<file path="src/hdl/jse_pkg.sv">
`timescale 1ns / 1ps
// ----------------------------------------------------------------------------
// JSON string escaper package
// Shared constants, the character-run descriptor type and escape helpers.
// ----------------------------------------------------------------------------
package jse_pkg;

  // Longest run one input item can cause: quote, \u00xx, quote, colon.
  localparam int JSE_DESC_CHARS  = 9;
  localparam int JSE_CNT_W       = $clog2(JSE_DESC_CHARS + 1);
  localparam int JSE_QUEUE_DEPTH = 2;

  localparam logic [7:0] CH_QUOTE = 8'h22;
  localparam logic [7:0] CH_COLON = 8'h3A;
  localparam logic [7:0] CH_BSL   = 8'h5C;
  localparam logic [7:0] CH_SLASH = 8'h2F;
  localparam logic [7:0] CH_ZERO  = 8'h30;
  localparam logic [7:0] CH_LA    = 8'h61;
  localparam logic [7:0] CH_LB    = 8'h62;
  localparam logic [7:0] CH_LF    = 8'h66;
  localparam logic [7:0] CH_LN    = 8'h6E;
  localparam logic [7:0] CH_LR    = 8'h72;
  localparam logic [7:0] CH_LT    = 8'h74;
  localparam logic [7:0] CH_LU    = 8'h75;
  localparam logic [7:0] CH_DEL   = 8'h7F;
  localparam logic [7:0] CH_NONE  = 8'h00;

  // Raw byte codes that have a two-character escape.
  localparam logic [7:0] RAW_BS  = 8'h08;
  localparam logic [7:0] RAW_TAB = 8'h09;
  localparam logic [7:0] RAW_LF  = 8'h0A;
  localparam logic [7:0] RAW_FF  = 8'h0C;
  localparam logic [7:0] RAW_CR  = 8'h0D;
  localparam logic [7:0] RAW_CTRL_END = 8'h20;

  // One queued run of output characters, first character in chars[0].
  typedef struct packed {
    logic [JSE_DESC_CHARS-1:0][7:0] chars;
    logic [JSE_CNT_W-1:0]           count;
  } jse_desc_t;

  // Second character of a short escape, or CH_NONE if there is none.
  function automatic logic [7:0] short_escape(input logic [7:0] b);
    logic [7:0] c;
    c = CH_NONE;
    unique case (b)
      RAW_BS:   c = CH_LB;
      RAW_TAB:  c = CH_LT;
      RAW_LF:   c = CH_LN;
      RAW_FF:   c = CH_LF;
      RAW_CR:   c = CH_LR;
      CH_QUOTE: c = CH_QUOTE;
      CH_SLASH: c = CH_SLASH;
      CH_BSL:   c = CH_BSL;
      default:  c = CH_NONE;
    endcase
    return c;
  endfunction

  function automatic logic [7:0] hex_lower(input logic [3:0] v);
    logic [7:0] c;
    if (v < 4'd10) begin
      c = CH_ZERO + {4'b0000, v};
    end else begin
      c = CH_LA + {4'b0000, v} - 8'd10;
    end
    return c;
  endfunction

endpackage

</file>
<file path="src/hdl/jse_front.sv">
`timescale 1ns / 1ps
// ----------------------------------------------------------------------------
// JSON string escaper front end
// Classifies one input byte with its marks into a run descriptor.
// ----------------------------------------------------------------------------
module jse_front (
  input  logic [7:0]         data_byte,
  input  logic               first_of_string,
  input  logic               last_of_string,
  input  logic               empty_string,
  input  logic               key_mode,
  output jse_pkg::jse_desc_t desc
);
  import jse_pkg::*;

  logic [7:0]           short_c;
  logic [JSE_CNT_W-1:0] n;

  assign short_c = short_escape(data_byte);

  always_comb begin
    desc = '0;
    n    = '0;
    if (empty_string) begin
      desc.chars[0] = CH_QUOTE;
      desc.chars[1] = CH_QUOTE;
      n = JSE_CNT_W'(2);
      if (key_mode) begin
        desc.chars[n] = CH_COLON;
        n = n + 1'b1;
      end
    end else begin
      if (first_of_string) begin
        desc.chars[n] = CH_QUOTE;
        n = n + 1'b1;
      end
      if (short_c != CH_NONE) begin
        desc.chars[n]        = CH_BSL;
        desc.chars[n + 1'b1] = short_c;
        n = n + JSE_CNT_W'(2);
      end else if (data_byte < RAW_CTRL_END || data_byte == CH_DEL) begin
        desc.chars[n]              = CH_BSL;
        desc.chars[n + 1'b1]       = CH_LU;
        desc.chars[n + JSE_CNT_W'(2)] = CH_ZERO;
        desc.chars[n + JSE_CNT_W'(3)] = CH_ZERO;
        desc.chars[n + JSE_CNT_W'(4)] = hex_lower(data_byte[7:4]);
        desc.chars[n + JSE_CNT_W'(5)] = hex_lower(data_byte[3:0]);
        n = n + JSE_CNT_W'(6);
      end else begin
        desc.chars[n] = data_byte;
        n = n + 1'b1;
      end
      if (last_of_string) begin
        desc.chars[n] = CH_QUOTE;
        n = n + 1'b1;
        if (key_mode) begin
          desc.chars[n] = CH_COLON;
          n = n + 1'b1;
        end
      end
    end
    desc.count = n;
  end

endmodule

</file>
<file path="src/hdl/jse_queue.sv">
`timescale 1ns / 1ps
// ----------------------------------------------------------------------------
// JSON string escaper descriptor queue
// Small FIFO between the classifier and the serializer.
// ----------------------------------------------------------------------------
module jse_queue #(
  parameter int DEPTH = jse_pkg::JSE_QUEUE_DEPTH
) (
  input  logic                           clk,
  input  logic                           rst,
  input  logic                           push,
  input  jse_pkg::jse_desc_t             push_desc,
  input  logic                           pop,
  output logic                           full,
  output logic                           head_valid,
  output jse_pkg::jse_desc_t             head_desc,
  output logic [$clog2(DEPTH+1)-1:0]     level
);
  import jse_pkg::*;

  localparam int PTR_W = (DEPTH > 1) ? $clog2(DEPTH) : 1;
  localparam int LVL_W = $clog2(DEPTH + 1);

  jse_desc_t        entries [DEPTH];
  logic [PTR_W-1:0] wr_ptr;
  logic [PTR_W-1:0] rd_ptr;

  function automatic logic [PTR_W-1:0] bump(input logic [PTR_W-1:0] p);
    return (p == PTR_W'(DEPTH - 1)) ? '0 : p + 1'b1;
  endfunction

  assign full       = (level == LVL_W'(DEPTH));
  assign head_valid = (level != '0);
  assign head_desc  = entries[rd_ptr];

  always_ff @(posedge clk) begin
    if (push) begin
      entries[wr_ptr] <= push_desc;
    end
  end

  always_ff @(posedge clk) begin
    if (rst) begin
      wr_ptr <= '0;
      rd_ptr <= '0;
      level  <= '0;
    end else begin
      if (push) begin
        wr_ptr <= bump(wr_ptr);
      end
      if (pop) begin
        rd_ptr <= bump(rd_ptr);
      end
      level <= level + LVL_W'(push) - LVL_W'(pop);
    end
  end

endmodule

</file>
<file path="src/hdl/jse_back.sv">
`timescale 1ns / 1ps
// ----------------------------------------------------------------------------
// JSON string escaper back end
// Walks the head run one character per ready cycle into an output register.
// ----------------------------------------------------------------------------
module jse_back (
  input  logic               clk,
  input  logic               rst,
  input  logic               head_valid,
  input  jse_pkg::jse_desc_t head_desc,
  output logic               pop,
  output logic               out_valid,
  input  logic               out_ready,
  output logic [7:0]         out_char,
  output logic               end_of_run
);
  import jse_pkg::*;

  logic [JSE_CNT_W-1:0] idx;
  logic                 advance;
  logic                 at_end;

  assign advance = head_valid && (!out_valid || out_ready);
  assign at_end  = (idx == head_desc.count - 1'b1);
  assign pop     = advance && at_end;

  // Payload register: load the current character on each advance.
  always_ff @(posedge clk) begin
    if (advance) begin
      out_char   <= head_desc.chars[idx];
      end_of_run <= at_end;
    end
  end

  always_ff @(posedge clk) begin
    if (rst) begin
      idx       <= '0;
      out_valid <= 1'b0;
    end else begin
      if (advance) begin
        out_valid <= 1'b1;
        idx       <= at_end ? '0 : idx + 1'b1;
      end else if (out_ready) begin
        out_valid <= 1'b0;
      end
    end
  end

endmodule

</file>
<file path="src/hdl/json_string_escaper_core.sv">
`timescale 1ns / 1ps
// ----------------------------------------------------------------------------
// JSON string escaper core
// Turns a stream of string bytes into quoted, JSON-escaped text.
// ----------------------------------------------------------------------------
//
//  Channel   Dir  tdata          tuser                          tlast
//  s_axis    in   data_byte[7:0] first_of_string, empty_string,  last_of_string
//                                key_mode (bit 0 up)
//  m_axis    out  out_char[7:0]  -                              end_of_run
//
//  Each input item yields 1 to 9 output transfers, one per cycle while the
//  output is ready. A plain byte with no marks passes at one item per cycle;
//  an item that needs n characters holds the serializer for all n, and that
//  serializer, one output character per clock, sets the sustained rate.
//  The first output character is registered in the descriptor queue and then
//  in the output register before it is presented.
//  rst is synchronous and clears the queue pointers, the character index and
//  the output valid flag. A stalled output holds its character; the input
//  keeps taking items until the descriptor queue is full.
//
module json_string_escaper_core #(
  parameter int QUEUE_DEPTH = jse_pkg::JSE_QUEUE_DEPTH
) (
  input  logic       clk,
  input  logic       rst,
  input  logic       s_axis_tvalid,
  output logic       s_axis_tready,
  input  logic [7:0] s_axis_tdata,   // [7:0] data_byte
  input  logic [2:0] s_axis_tuser,   // [0] first_of_string, [1] empty_string, [2] key_mode
  input  logic       s_axis_tlast,
  output logic       m_axis_tvalid,
  input  logic       m_axis_tready,
  output logic [7:0] m_axis_tdata,   // [7:0] out_char
  output logic       m_axis_tlast
);
  import jse_pkg::*;

  localparam int LVL_W = $clog2(QUEUE_DEPTH + 1);

  jse_desc_t        front_desc;
  jse_desc_t        head_desc;
  logic             q_full;
  logic             q_push;
  logic             q_pop;
  logic             head_valid;
  logic [LVL_W-1:0] q_level;

  // Classify the incoming byte into its full character run.
  jse_front u_front (
    .data_byte       (s_axis_tdata),
    .first_of_string (s_axis_tuser[0]),
    .last_of_string  (s_axis_tlast),
    .empty_string    (s_axis_tuser[1]),
    .key_mode        (s_axis_tuser[2]),
    .desc            (front_desc)
  );

  // Accept whenever the queue has room; the back end drains independently.
  assign s_axis_tready = !q_full;
  assign q_push        = s_axis_tvalid && s_axis_tready;

  jse_queue #(
    .DEPTH (QUEUE_DEPTH)
  ) u_queue (
    .clk        (clk),
    .rst        (rst),
    .push       (q_push),
    .push_desc  (front_desc),
    .pop        (q_pop),
    .full       (q_full),
    .head_valid (head_valid),
    .head_desc  (head_desc),
    .level      (q_level)
  );

  // Serialize the head run into the output register.
  jse_back u_back (
    .clk        (clk),
    .rst        (rst),
    .head_valid (head_valid),
    .head_desc  (head_desc),
    .pop        (q_pop),
    .out_valid  (m_axis_tvalid),
    .out_ready  (m_axis_tready),
    .out_char   (m_axis_tdata),
    .end_of_run (m_axis_tlast)
  );

  // Queue level never passes its depth.
  a_level_bound: assert property (@(posedge clk) disable iff (rst)
    q_level <= LVL_W'(QUEUE_DEPTH))
    else $error("descriptor queue overflow");

  // Every queued run holds between one and nine characters.
  a_run_len: assert property (@(posedge clk) disable iff (rst)
    head_valid |-> (head_desc.count != '0 &&
                    head_desc.count <= JSE_CNT_W'(JSE_DESC_CHARS)))
    else $error("queued run length out of range");

  // With nothing queued, a taken output leaves the output empty.
  a_drain: assert property (@(posedge clk) disable iff (rst)
    (!head_valid && m_axis_tready) |=> !m_axis_tvalid)
    else $error("output valid without a queued run");

  // A pushed item is visible at the queue next cycle.
  a_push_seen: assert property (@(posedge clk) disable iff (rst)
    q_push |=> head_valid)
    else $error("pushed run not visible in queue");

endmodule

</file>
<file path="config.mk">
export PLATFORM = sky130hd
export DESIGN_NAME = json_string_escaper_core
export DESIGN_NICKNAME = d
export VERILOG_FILES = /design/src/hdl/jse_pkg.sv /design/src/hdl/jse_front.sv /design/src/hdl/jse_queue.sv /design/src/hdl/jse_back.sv /design/src/hdl/json_string_escaper_core.sv
export SDC_FILE = /design/constraint.sdc
export NUM_CORES = 1
export LEC_CHECK = 0
export BUFFER_PORTS_ARGS = -buffer_cell sky130_fd_sc_hd__buf_2
export CAP_MARGIN = 10
export CORE_ASPECT_RATIO = 1.2
export CORE_MARGIN = 8
export CORE_UTILIZATION = 56
export DETAILED_ROUTE_END_ITERATION = 10
export PLACE_DENSITY_LB_ADDON = 0.05
export SYNTH_ARGS = -nofsm -noshare
export SYNTH_HDL_FRONTEND = slang
export SYNTH_SLANG_ARGS = --single-unit
</file>
<file path="constraint.sdc">
create_clock -name clk -period 3.4 [get_ports clk]
set_clock_uncertainty 0.2 [all_clocks]
set_input_delay 0.34 -clock clk [delete_from_list [all_inputs] [get_ports clk]]
set_output_delay 0.34 -clock clk [all_outputs]
set_load 0.1 [all_outputs]
</file>
# Word level (Yosys, flattened, before mapping)

Memory sizes are Yosys's and may differ from the RTL's. A register that Yosys moved wholly into a read port is not among the register bits.
Cells that the tools add are included.

Logic and storage cells: 154
Output and inout bits: 11
Memories: 1
Flip-flop bits (word level): 18
Input bits: 16
RAM bits: 152

Memory list:

| memory          | words | width | rd ports | clocked after Yosys merged registers in | wr ports | line            | text |
|---|---|---|---|---|---|---|---|
| u_queue.entries | 2     | 76    | 1        | 1                                       | 1        | jse_queue.sv:24 | `jse_desc_t entries [DEPTH];` |

Equality and inequality tests: 11
Bitwise gates (word level): 18
Reductions and logical operators: 18
Muxes and demuxes: 59
Add/sub/neg operators: 20
Magnitude comparators: 20

Operators with widths:

| cell                                                                   | number |
|---|---|
| 72-bit two-way mux                                                     | 5 |
| 72-bit bitwise mux                                                     | 4 |
| 8-bit demux with 4-bit select                                          | 8 |
| 54-bit bitwise AND                                                     | 3 |
| 54-bit inverter                                                        | 3 |
| 8-bit two-way mux                                                      | 18 |
| 36-bit inverter                                                        | 2 |
| 7-bit case mux with 8 select lines                                     | 1 |
| 18-bit bitwise OR                                                      | 3 |
| 48-bit two-way mux                                                     | 1 |
| 4-bit by 5-bit < comparator with 1-bit output (second input constant)  | 9 |
| 45-bit bitwise OR                                                      | 1 |
| 8-bit by 4-bit equality test with 1-bit output (second input constant) | 5 |
| 36-bit bitwise AND                                                     | 1 |
| 4-bit by 36-bit bitwise AND with 36-bit output                         | 1 |
| 36-bit bitwise OR                                                      | 1 |
| 4-bit by 36-bit bitwise OR with 36-bit output                          | 1 |
| 8-bit binary-select mux with 4-bit select                              | 1 |
| 4-bit by 1-bit >= comparator with 1-bit output (second input constant) | 8 |
| 4-bit two-way mux                                                      | 8 |
| 27-bit bitwise AND                                                     | 1 |
| 27-bit inverter                                                        | 1 |
| 24-bit two-way mux                                                     | 1 |
| 4-bit by 1-bit adder with 4-bit output (second input constant)         | 4 |
| 22 further kinds                                                       | 55 |

# Depth between registers and ports, before layout

Gate-level depths: netlist (run 1).

Depth in word-level cells: 21
Mapped depth: 16
Depth with buffers taken out: 15

# Cells and area by module

Synthesis (run 1) repeated with hierarchy kept, for this count alone.

Cell total of the unflattened synthesis: 651
Area total of the unflattened synthesis: 8952.3 um^2

Modules (own cells, without submodules):

| module                   | sequential area each (um^2) | cells an instance | instances | area an instance (um^2) |
|---|---|---|---|---|
| jse_queue                | 4664.5                      | 257               | 1         | 5856.9 |
| jse_front                | 0.0                         | 281               | 1         | 1830.5 |
| jse_back                 | 370.4                       | 111               | 1         | 1255.0 |
| json_string_escaper_core | 0.0                         | 2                 | 1         | 10.0 |

# Worst setup path after synthesis (run 1)

OpenSTA, ideal clock, no wires.

Path kind: register to register
Start point: register u_queue.level[0]
End point: memory u_queue.entries[0][0] (netlist name) (enable)
Path slack: -854 ps
Buffers on the path: 0
Cell stages (with the launch flop): 5
Data required time: 2734 ps
Data arrival time: 3588 ps
Cells stage by stage: dfxtp_1 > inv_1 > nand2_1 > nand2_1 > nor2_1

Word-level cells in the longest chain between the ends: 5

Ends and longest elaborated chain:

| item                                    | line                           | text |
|---|---|---|
| start, declared                         | jse_queue.sv:17                | `output logic [$clog2(DEPTH+1)-1:0] level` |
| start signal, assigned                  | jse_queue.sv:54                | `level <= level + LVL_W'(push) - LVL_W'(pop);` |
| 2-bit equality test                     | jse_queue.sv:32                | `assign full = (level == LVL_W'(DEPTH));` |
| 1-bit logical NOT                       | json_string_escaper_core.sv:60 | `assign s_axis_tready = !q_full;` |
| via s_axis_tready                       | json_string_escaper_core.sv:28 | `output logic s_axis_tready,` |
| 1-bit logical AND                       | json_string_escaper_core.sv:61 | `assign q_push = s_axis_tvalid && s_axis_tready;` |
| 1-bit two-way mux                       | jse_queue.sv:37                | `if (push) begin` |
| 1-bit two-way mux (implied by the code) | jse_queue.sv:38                | `entries[wr_ptr] <= push_desc;` |
| end, declared                           | jse_queue.sv:24                |  |

The timed path passes the listed nets, and every way through them passes these cells.

==> qor.csv, run 1 <==
stage,metric,value,unit
timing,maxSlewViolCount,0,
critical_path,crit_chain,buf_2 -> inv_1 -> ha_1 -> nor4bb_1 -> o21ai_1 -> nand4b_2 -> nor3_1 -> nor2_1 -> inv_2 -> ha_1 -> nand2_1 -> o31ai_1 -> a2111oi_0 -> nor3_1,
power,power_per_cell_area,711.5,nW/um^2
clocking,cts_buffers,17,
critical_path,end_kind,flip-flop,
synthesis,synth.distinct_cells,82,
global_route,grt_max_degree,55,
place,place_congestion,0.9282,
clocking,cts-hold-fix-buffers,0,
floorplanning,core,11890,sq um
power,p_leak,2.986,nW
critical_path,rr_endpoint,u_queue.level[1]$_SDFF_PP0_,
routing,wirelength,16220,um
synthesis,synth_area,6716,sq um
critical_path,cp_slowest_cell,a2111oi_0,
synthesis,synthMuxAreaShare,10.49,%
synthesis,ys_seq_area_share,55.29,%
global_route,grt_busiest_layer,met2,
clocking,root_buffer,clkbuf_16,
clocking,postCtsSetupBuffers,0,
cells_and_area,layout-drive-gt1-share,28.46,%
place,port_buffers,26,
cells_and_area,syn2layout_area_growth,19.67,%
critical_path,worstPathMaxFanout,5,
synthesis,synth_xor_area_share,2.068,%
floorplanning,io_pins,27,
floorplanning,fp-row-count,44,
critical_path,cp-start-kind,input port,
clocking,cts_htree_levels,4,
clocking,cts_max_path_buffers,2,
global_route,antenna_found_initial,0,
critical_path,required,3310,ps
critical_path,critPathMaxStageDelay,640,ps
synthesis,ys_ff_latch,127,
cells_and_area,antennaDiodeCount,0,
global_route,gr-usage-met3,4.578,%
routing,vias,4694,
floorplanning,fp.dieW,116.0,um
timing,hold_viol,0,
synthesis,avgSynthCellArea,12.62,sq um
routing,drt-initial-drc-count,384,
timing,worst_pin_slew,761.6,ps
clocking,cts_tree,built,
global_route,grt_pass1_wl,26020,um
synthesis,async_flop_share,0,%
floorplanning,start_util,56.48,%
clocking,cts.clk_slew.worst_paths,60,ps
critical_path,criticalPathCategory,in2reg,
timing,max-slew-margin-rel,49.22,%
critical_path,r2r_cells,11,
timing,fin_crit,3186,ps
timing,rsz0062_at_grt,false,
synthesis,syn_inst,532,
synthesis,synth_fa_ha_area_share,3.912,%
min_path,hold_class,in2reg,
synthesis,synth-compound-area-share,11.96,%
cells_and_area,layout_common_cells,"edfxtp_1 (117), buf_4 (68), nor2_1 (45), nand2_1 (42), o21ai_0 (28)",
routing,post_drt_via_cell_ratio,5.942,
status,outcome,"finished, final reports clean",
cells_and_area,nNetsFinal,653,
floorplanning,die_area,15770,sq um
routing,drt-wirelength-per-cell,20.54,um
run,drv_cap,0,
global_route,globalRouteTotalUtil,22.14,%
cells_and_area,final_common_cell,edfxtp_1,
timing,worst_slack,214.1,ps
synthesis,synth_edf_count,117,
global_route,grt_use_met1,28.38,%
power,ir_worst_vdd,0.0006298,V
synthesis,yosys_warnings,0,
synthesis,synthFlopType,edfxtp_1,
routing,drt_pre_antenna_iters,5,
global_route,grt_pass1_vias,4721,
critical_path,crit_end,u_queue.entries[1][45]$_DFFE_PP_,
critical_path,r2r_setup_slack,640,ps
timing,period_share,93.70,%
place,preCtsSetupSlack,-176.6,ps
clocking,clock_latency,400,ps
global_route,met2_usage,35.88,%
clocking,cts.sinks,127,
place,place_hpwl,11760,um
timing,timing.fmax,0.3139,GHz
routing,drc,0,
critical_path,cp.arrival,3100,ps
timing,tns,0,ps
floorplanning,die_y,136.0,um
clocking,post_cts_resized,0,
synthesis,synth_top_family_by_area,simple AND/OR/NAND/NOR gates,
timing,setup_violations,0,
routing,antenna_left,0,
critical_path,startpoint,s_axis_tdata[4],
synthesis,yosys.area_share.simple,12.74,%
global_route,overflow,0,
-- synth_stat cells, types with 5 or more instances --
| library cell | number | area (sq um) |
|---|---|---|
| clkbuf_1 | 17 | 63.81 |
| o21ai_0 | 28 | 140.1 |
| nor2_1 | 46 | 172.7 |
| a21oi_1 | 23 | 115.1 |
| mux4_2 | 23 | 518.0 |
| xnor2_1 | 9 | 78.83 |
| mux2i_1 | 13 | 130.1 |
| dfxtp_1 | 10 | 200.2 |
| buf_4 | 8 | 60.06 |
| edfxtp_1 | 117 | 3513 |
| nor3_1 | 16 | 80.08 |
| nand4_1 | 5 | 31.28 |
| xor2_1 | 5 | 43.79 |
| nor2b_1 | 5 | 31.28 |
| nand3_1 | 14 | 70.07 |
| ha_1 | 21 | 262.8 |
| nand2_1 | 42 | 157.7 |
| and2_1 | 5 | 31.28 |
| inv_1 | 18 | 67.56 |
| a31oi_1 | 9 | 56.30 |
-- sequential cells by signal, summed over array words and instances (netlist names), named ones only --
name,cells
u_back.idx,4
u_queue.wr_ptr,1
u_queue.entries,108
u_queue.rd_ptr,1
u_back.out_char,8
u_back.out_valid,1
u_back.end_of_run,1
u_queue.level,2
-- final cells by class --
type | count | area, sq um
clock buffers | 17 | 425.4
flip-flops and latches | 127 | 3715
multi-input cells | 355 | 2781
inverters | 21 | 81.33
clock inverters | 15 | 192.7
fillers | 898 | 3854
well taps | 161 | 201.4
repair buffers | 94 | 640.6
-- routing by layer --
layer / wire [um] / vias up
met5: 0 / -
met4: 429 / 0
met3: 843 / 31
met2: 8092 / 147
met1: 6858 / 2303
li1: - / 2213
-- per-stage QoR --
stage	cells	area [sq um]	power (mW)	hold slack (ps)	util (%)
global placement	758	7420	3.833	286.9	62.39
finish	790	8038	5.719	32.46	67.59
global route	790	8038	5.955	29.54	67.59
detailed placement	758	7420	3.870	292.1	62.39
CTS	790	8038	5.755	19.73	67.59
floorplan	533	6723	3.477	281.3	-
-- logic make-up (layout without fill, tap and decap cells) --
| logic type | Yosys count | in the layout |
|---|---|---|
| compound gates | 114 | 114 |
| xor+xnor | 15 | 15 |
| fa+ha+maj | 21 | 21 |
| buf+inv | 51 | 147 |
| flops | 127 | 127 |
| mux | 40 | 40 |
| other cells | 1 | 2 |
| simple gates | 163 | 163 |
-- worst max-delay path, delay by kind of cell --
kind	cells	cell delay, ps
simple gates	6	1130
compound gates	3	960
fa+ha+maj	2	380
buf+inv	3	280
-- power breakdown --
part	switching, mW	internal, mW	total [mW]
Combinational	1.13	0.519	1.65
Clock	0.660	1.22	1.88
Sequential	0.0993	2.09	2.19
Total	1.89	3.83	5.72
-- how the worst min path moves through the flow --
stage / startpoint / end / cells past startpoint
3_5_place_dp: u_back.out_valid$_SDFFE_PP0P_ / u_back.out_valid$_SDFFE_PP0P_ / 2
4_1_cts: m_axis_tready / u_back.out_valid$_SDFFE_PP0P_ / 3
2_1_floorplan: u_queue.rd_ptr$_SDFFE_PP0P_ / flip-flop / 2
6_report: rst / u_queue.rd_ptr$_SDFFE_PP0P_ / 2
3_3_place_gp: u_back.out_valid$_SDFFE_PP0P_ / u_back.out_valid$_SDFFE_PP0P_ / 2
5_1_grt: rst / u_queue.level[0]$_SDFF_PP0_ / 2
Note: power is estimated with default switching activity, not from simulation.
==> run 2: changes to the inputs <==
--- a/config.mk
+++ b/config.mk
@@ -9,9 +9,10 @@
 export CAP_MARGIN = 10
 export CORE_ASPECT_RATIO = 1.2
 export CORE_MARGIN = 8
-export CORE_UTILIZATION = 56
+export CORE_UTILIZATION = 55
 export DETAILED_ROUTE_END_ITERATION = 10
 export PLACE_DENSITY_LB_ADDON = 0.05
+export SKIP_LAST_GASP = 1
 export SYNTH_ARGS = -nofsm -noshare
 export SYNTH_HDL_FRONTEND = slang
 export SYNTH_SLANG_ARGS = --single-unit
==> qor.csv, run 2 (same netlist as run 1, synthesis figures left out) <==
stage,metric,value,unit,change
cells_and_area,antennaDiodeCount,0,,unchanged
global_route,grt_pass1_vias,4668,,was 4721
timing,rsz0062_at_grt,false,,unchanged
floorplanning,core,12000,sq um,was 11890 sq um
critical_path,end_kind,flip-flop,,unchanged
cells_and_area,layout_common_cells,"edfxtp_1 (117), buf_4 (58), nor2_1 (45), nand2_1 (42), o21ai_0 (28)",,"was edfxtp_1 (117), buf_4 (68), nor2_1 (45), nand2_1 (42), o21ai_0 (28)"
timing,timing.fmax,0.3110,GHz,was 0.3139 GHz
critical_path,rr_endpoint,u_queue.level[1]$_SDFF_PP0_,,unchanged
power,p_leak,2.912,nW,was 2.986 nW
place,place_hpwl,11680,um,was 11760 um
power,ir_worst_vdd,0.0004974,V,was 0.0006298 V
timing,max-slew-margin-rel,50.30,%,was 49.22%
critical_path,startpoint,s_axis_tdata[5],,was s_axis_tdata[4]
routing,drt-initial-drc-count,356,,was 384
floorplanning,io_pins,27,,unchanged
clocking,cts_max_path_buffers,2,,unchanged
clocking,post_cts_resized,0,,unchanged
cells_and_area,largest_register_ffs,108,,unchanged
clocking,root_buffer,clkbuf_16,,unchanged
critical_path,criticalPathCategory,in2reg,,unchanged
cells_and_area,layout-drive-gt1-share,27.14,%,was 28.46%
timing,tns,0,ps,unchanged
timing,hold_viol,0,,unchanged
timing,whs,38.19,ps,was 32.46 ps
timing,setup_violations,0,,unchanged
run,drv_cap,0,,unchanged
critical_path,cp-start-kind,input port,,unchanged
routing,post_drt_via_cell_ratio,5.905,,was 5.942
clocking,clock_latency,400,ps,about the same
routing,drt-wirelength-per-cell,20.59,um,was 20.54 um
global_route,overflow,0,,unchanged
global_route,grt_pass1_wl,25740,um,was 26020 um
timing,worst_slack,184.1,ps,was 214.1 ps
routing,antenna_left,0,,unchanged
critical_path,required,3390,ps,was 3310 ps
floorplanning,die_y,137.1,um,was 136.0 um
clocking,cts_tree,built,,unchanged
routing,wirelength,16060,um,was 16220 um
place,preCtsSetupSlack,-271.0,ps,was -176.6 ps
routing,drc,0,,unchanged
routing,vias,4606,,was 4694
timing,fin_crit,3216,ps,was 3186 ps
place,port_buffers,26,,unchanged
cells_and_area,regMostFlops,u_queue.entries,,unchanged
timing,maxSlewViolCount,0,,unchanged
power,power_per_cell_area,706.0,nW/um^2,was 711.5 nW/um^2
cells_and_area,reg.largest.list,"u_queue.entries x108, u_back.out_char x8, u_back.idx x4",,unchanged
timing,worst_pin_slew,745.5,ps,was 761.6 ps
cells_and_area,syn2layout_area_growth,18.13,%,was 19.67%
global_route,antenna_found_initial,0,,unchanged
cells_and_area,final_common_cell,edfxtp_1,,unchanged
critical_path,worstPathMaxFanout,5,,unchanged
floorplanning,start_util,55.96,%,was 56.48%
clocking,cts_buffers,17,,unchanged
cells_and_area,nNetsFinal,643,,was 653
min_path,hold_class,in2reg,,unchanged
critical_path,cp.arrival,3210,ps,was 3100 ps
floorplanning,fp-row-count,44,,unchanged
critical_path,crit_end,u_queue.entries[0][18]$_DFFE_PP_,,was u_queue.entries[1][45]$_DFFE_PP_
routing,drt_pre_antenna_iters,5,,unchanged
floorplanning,fp.dieW,116.9,um,was 116.0 um
clocking,cts-hold-fix-buffers,0,,unchanged
global_route,globalRouteTotalUtil,21.69,%,was 22.14%
clocking,postCtsSetupBuffers,0,,unchanged
clocking,cts_htree_levels,4,,unchanged
status,outcome,"finished, final reports clean",,unchanged
floorplanning,die_area,16020,sq um,was 15770 sq um
critical_path,r2r_setup_slack,540,ps,was 640 ps
clocking,cts.clk_slew.worst_paths,60,ps,about the same
timing,period_share,94.59,%,was 93.70%
clocking,cts.sinks,127,,unchanged
global_route,grt_max_degree,55,,unchanged
critical_path,r2r_cells,12,,was 11
place,place_congestion,0.9160,,was 0.9282
==> run 2: layout make-up <==
type | count | area [sq um]
clock inverters | 12 | 143.9
well taps | 161 | 201.4
inverters | 21 | 81.33
repair buffers | 84 | 565.5
fillers | 961 | 4068
flip-flops and latches | 127 | 3715
clock buffers | 20 | 436.7
multi-input cells | 355 | 2790
==> run 2: per-layer routing <==
layer	track usage, %	share of wire [%]	up-vias	wire length, um
met5	0	0	-	0
met4	6.914	1.3	0	209
met3	3.709	3.8	10	611
met2	35.72	51	111	8259
met1	28.51	43	2288	6978
li1	-	-	2197	-
==> run 2: critical path, cell delays in order <==
cell and delay (ps):
buf_2 120, inv_1 70, ha_1 170, nor4bb_1 430, o21ai_1 200, nand4b_2 160
buf_4 140, nor2_2 30, nand2_1 170, inv_1 90, ha_1 180, nand2_1 130
a21oi_1 120, a221oi_2 470, a21boi_1 360
==> run 2: stage by stage <==
| stage | std cells | power (mW) | cell area, sq um | utilization (%) |
|---|---|---|---|---|
| 2_1_floorplan | 533 | 3.477 | 6723 | - |
| 4_1_cts | 780 | 5.646 | 7925 | 66.03 |
| 3_5_place_dp | 748 | 3.865 | 7345 | 61.20 |
| 3_3_place_gp | 748 | 3.833 | 7345 | 61.20 |
| 6_report | 780 | 5.601 | 7934 | 66.11 |
| 5_1_grt | 780 | 5.841 | 7934 | 66.11 |
==> run 2: how the worst min path moves through the flow <==
stage,start,endpoint,depth (start not counted)
global placement,u_back.out_valid$_SDFFE_PP0P_,u_back.out_valid$_SDFFE_PP0P_,2
global route,rst,u_queue.level[1]$_SDFF_PP0_,2
detailed placement,u_back.out_valid$_SDFFE_PP0P_,u_back.out_valid$_SDFFE_PP0P_,2
finish,m_axis_tready,u_back.out_valid$_SDFFE_PP0P_,3
CTS,rst,u_queue.level[1]$_SDFF_PP0_,2
floorplan,u_queue.rd_ptr$_SDFFE_PP0P_,flip-flop,2
==> run 2: power by group <==
part | internal (mW) | switching (mW)
registers | 2.09 | 0.103
logic | 0.518 | 1.12
clock network | 1.14 | 0.627
total | 3.75 | 1.85
==> run 3: changes to the inputs <==
--- a/config.mk
+++ b/config.mk
@@ -11,7 +11,8 @@
 export CORE_MARGIN = 8
 export CORE_UTILIZATION = 55
 export DETAILED_ROUTE_END_ITERATION = 10
-export PLACE_DENSITY_LB_ADDON = 0.05
+export PLACE_DENSITY = 0.75
+export RECOVER_POWER = 50
 export SKIP_LAST_GASP = 1
 export SYNTH_ARGS = -nofsm -noshare
 export SYNTH_HDL_FRONTEND = slang
==> qor.csv, run 3 (same netlist as run 1, synthesis figures left out) <==
stage,metric,value,unit,change
status,outcome,"finished, final reports clean",,unchanged
clocking,cts.clk_slew.worst_paths,60,ps,about the same
global_route,grt_pass1_vias,4832,,was 4668
place,dp.cells,743,,was 748
critical_path,end_kind,flip-flop,,unchanged
critical_path,worstPathMaxFanout,4,,was 5
clocking,clock_latency,410,ps,was 400 ps
global_route,antenna_found_initial,0,,unchanged
cells_and_area,final_common_cell,edfxtp_1,,unchanged
critical_path,required,3320,ps,was 3390 ps
routing,wirelength,16010,um,was 16060 um
routing,vias,4766,,was 4606
critical_path,cp.arrival,3090,ps,was 3210 ps
clocking,cts_buffers,17,,unchanged
cells_and_area,nNetsFinal,638,,was 643
timing,rsz0062_at_grt,true,,was false
critical_path,criticalPathCategory,in2reg,,unchanged
cells_and_area,regMostFlops,u_queue.entries,,unchanged
timing,hold_viol,0,,unchanged
cells_and_area,final_area,7881,sq um,was 7934 sq um
timing,maxSlewViolCount,0,,unchanged
power,ir_worst_vdd,0.0005112,V,was 0.0004974 V
power,p_leak,2.856,nW,was 2.912 nW
power,power,5.576,mW,was 5.601 mW
clocking,cts.sinks,127,,unchanged
cells_and_area,multi_input_area,2783,sq um,was 2790 sq um
floorplanning,io_pins,27,,unchanged
floorplanning,die_area,16020,sq um,unchanged
routing,antenna_left,0,,unchanged
timing,setup_violations,0,,unchanged
timing,worst_slack,227.1,ps,was 184.1 ps
power,power_per_cell_area,707.5,nW/um^2,was 706.0 nW/um^2
critical_path,cpLargestDelayFamily,compound AO/OA/AOI/OAI gates,,unchanged
place,preCtsSetupSlack,-178.3,ps,was -271.0 ps
run,drv_cap,0,,unchanged
routing,drt_pre_antenna_iters,6,,was 5
timing,worst_pin_slew,1421,ps,was 745.5 ps
floorplanning,start_util,55.96,%,unchanged
place,place_congestion,0.9401,,was 0.9160
cells_and_area,layout_common_cells,"edfxtp_1 (117), buf_4 (48), nor2_1 (45), nand2_1 (42), o21ai_0 (28)",,"was edfxtp_1 (117), buf_4 (58), nor2_1 (45), nand2_1 (42), o21ai_0 (28)"
clocking,cts-hold-fix-buffers,0,,unchanged
floorplanning,fp.dieW,116.9,um,unchanged
floorplanning,fp-row-count,44,,unchanged
critical_path,cp_slowest_cell,a2111oi_0,,was a221oi_2
global_route,overflow,0,,unchanged
timing,timing.fmax,0.3152,GHz,was 0.3110 GHz
critical_path,cp_num_buf_inv,4,,unchanged
routing,drc,0,,unchanged
critical_path,cp-start-kind,input port,,unchanged
place,port_buffers,26,,unchanged
cells_and_area,syn2layout_area_growth,17.34,%,was 18.13%
clocking,cts_tree,built,,unchanged
min_path,hold_class,in2reg,,unchanged
cells_and_area,final_cells,775,,was 780
clocking,postCtsSetupBuffers,0,,unchanged
cells_and_area,regArea,3715,sq um,unchanged
global_route,globalRouteTotalUtil,21.22,%,was 21.69%
floorplanning,die_y,137.1,um,unchanged
timing,max-slew-margin-rel,5.292,%,was 50.30%
cells_and_area,antennaDiodeCount,0,,unchanged
timing,whs,21.97,ps,was 38.19 ps
global_route,grt_max_degree,55,,unchanged
cells_and_area,reg.largest.list,"u_queue.entries x108, u_back.out_char x8, u_back.idx x4",,unchanged
critical_path,critPathMaxStageDelay,540,ps,was 470 ps
cells_and_area,layout-drive-gt1-share,24.92,%,was 27.14%
clocking,cts_htree_levels,4,,unchanged
timing,period_share,93.32,%,was 94.59%
floorplanning,core,12000,sq um,unchanged
clocking,post_cts_resized,0,,unchanged
place,place_hpwl,11540,um,was 11680 um
timing,fin_crit,3173,ps,was 3216 ps
cells_and_area,largest_register_ffs,108,,unchanged
critical_path,crit_chain,buf_2 -> inv_1 -> ha_1 -> nor2b_1 -> o21ai_1 -> and4b_1 -> a21oi_2 -> nor2_1 -> inv_2 -> ha_1 -> nand2_1 -> o31ai_1 -> buf_4 -> a2111oi_0,,was buf_2 -> inv_1 -> ha_1 -> nor4bb_1 -> o21ai_1 -> nand4b_2 -> buf_4 -> nor2_2 -> nand2_1 -> inv_1 -> ha_1 -> nand2_1 -> a21oi_1 -> a221oi_2 -> a21boi_1
critical_path,path_common_cell,ha_1,,
place,placed_area,7320,sq um,was 7345 sq um
cells_and_area,n_fill_cell,951,,was 961
clocking,root_buffer,clkbuf_16,,unchanged
routing,post_drt_via_cell_ratio,6.150,,was 5.905
routing,drt-initial-drc-count,508,,was 356
clocking,cts_max_path_buffers,2,,unchanged
routing,drt-wirelength-per-cell,20.66,um,was 20.59 um
global_route,grt_pass1_wl,25440,um,was 25740 um
-- run 3: cell count changes in the layout (fill, tap and decap cells not counted), moves of 2 or more --
cell and change:
buf_2 -11, buf_4 -10, clkbuf_1 +10, clkbuf_2 +2
clkinv_1 -2, inv_6 +4
-- run 3: final timing paths --
path                            slack, ps                               end  depth (start not counted)                          start
worst min-delay path                   20                         flip-flop                          2                            rst
worst max register to register        540       u_queue.level[1]$_SDFF_PP0_                         11                      flip-flop
worst max-delay path                  230  u_queue.entries[0][46]$_DFFE_PP_                         14                s_axis_tdata[0]
worst min register to register        320     u_back.out_valid$_SDFFE_PP0P_                          2  u_back.out_valid$_SDFFE_PP0P_
-- run 3: area by class of cell --
class / instances / area share (%)
clock buffers: 17 / 5.398
clock inverters: 15 / 2.048
inverters: 21 / 1.032
multi-input cells: 355 / 35.31
flip-flops and latches: 127 / 47.13
well taps: 161 / 2.556
repair buffers: 79 / 6.525
-- run 3: where the power goes --
group	switching (mW)	internal [mW]
Sequential	0.106	2.10
Clock	0.674	1.09
Combinational	1.12	0.485
Total	1.90	3.67
-- run 3: routing by layer --
| layer | GRT usage [%] | share of wire, % |
|---|---|---|
| met1 | 25.23 | 40 |
| met2 | 35.21 | 50 |
| met3 | 4.018 | 6.0 |
| met4 | 12.26 | 3.5 |
| met5 | 0 | 0 |
-- run 3: through the flow --
step                util, %  setup TNS, ps
floorplan                 -              0
global placement      60.99         -193.2
detailed placement    60.99          -1297
CTS                   65.88              0
global route          65.67         -7.065
finish                65.67              0
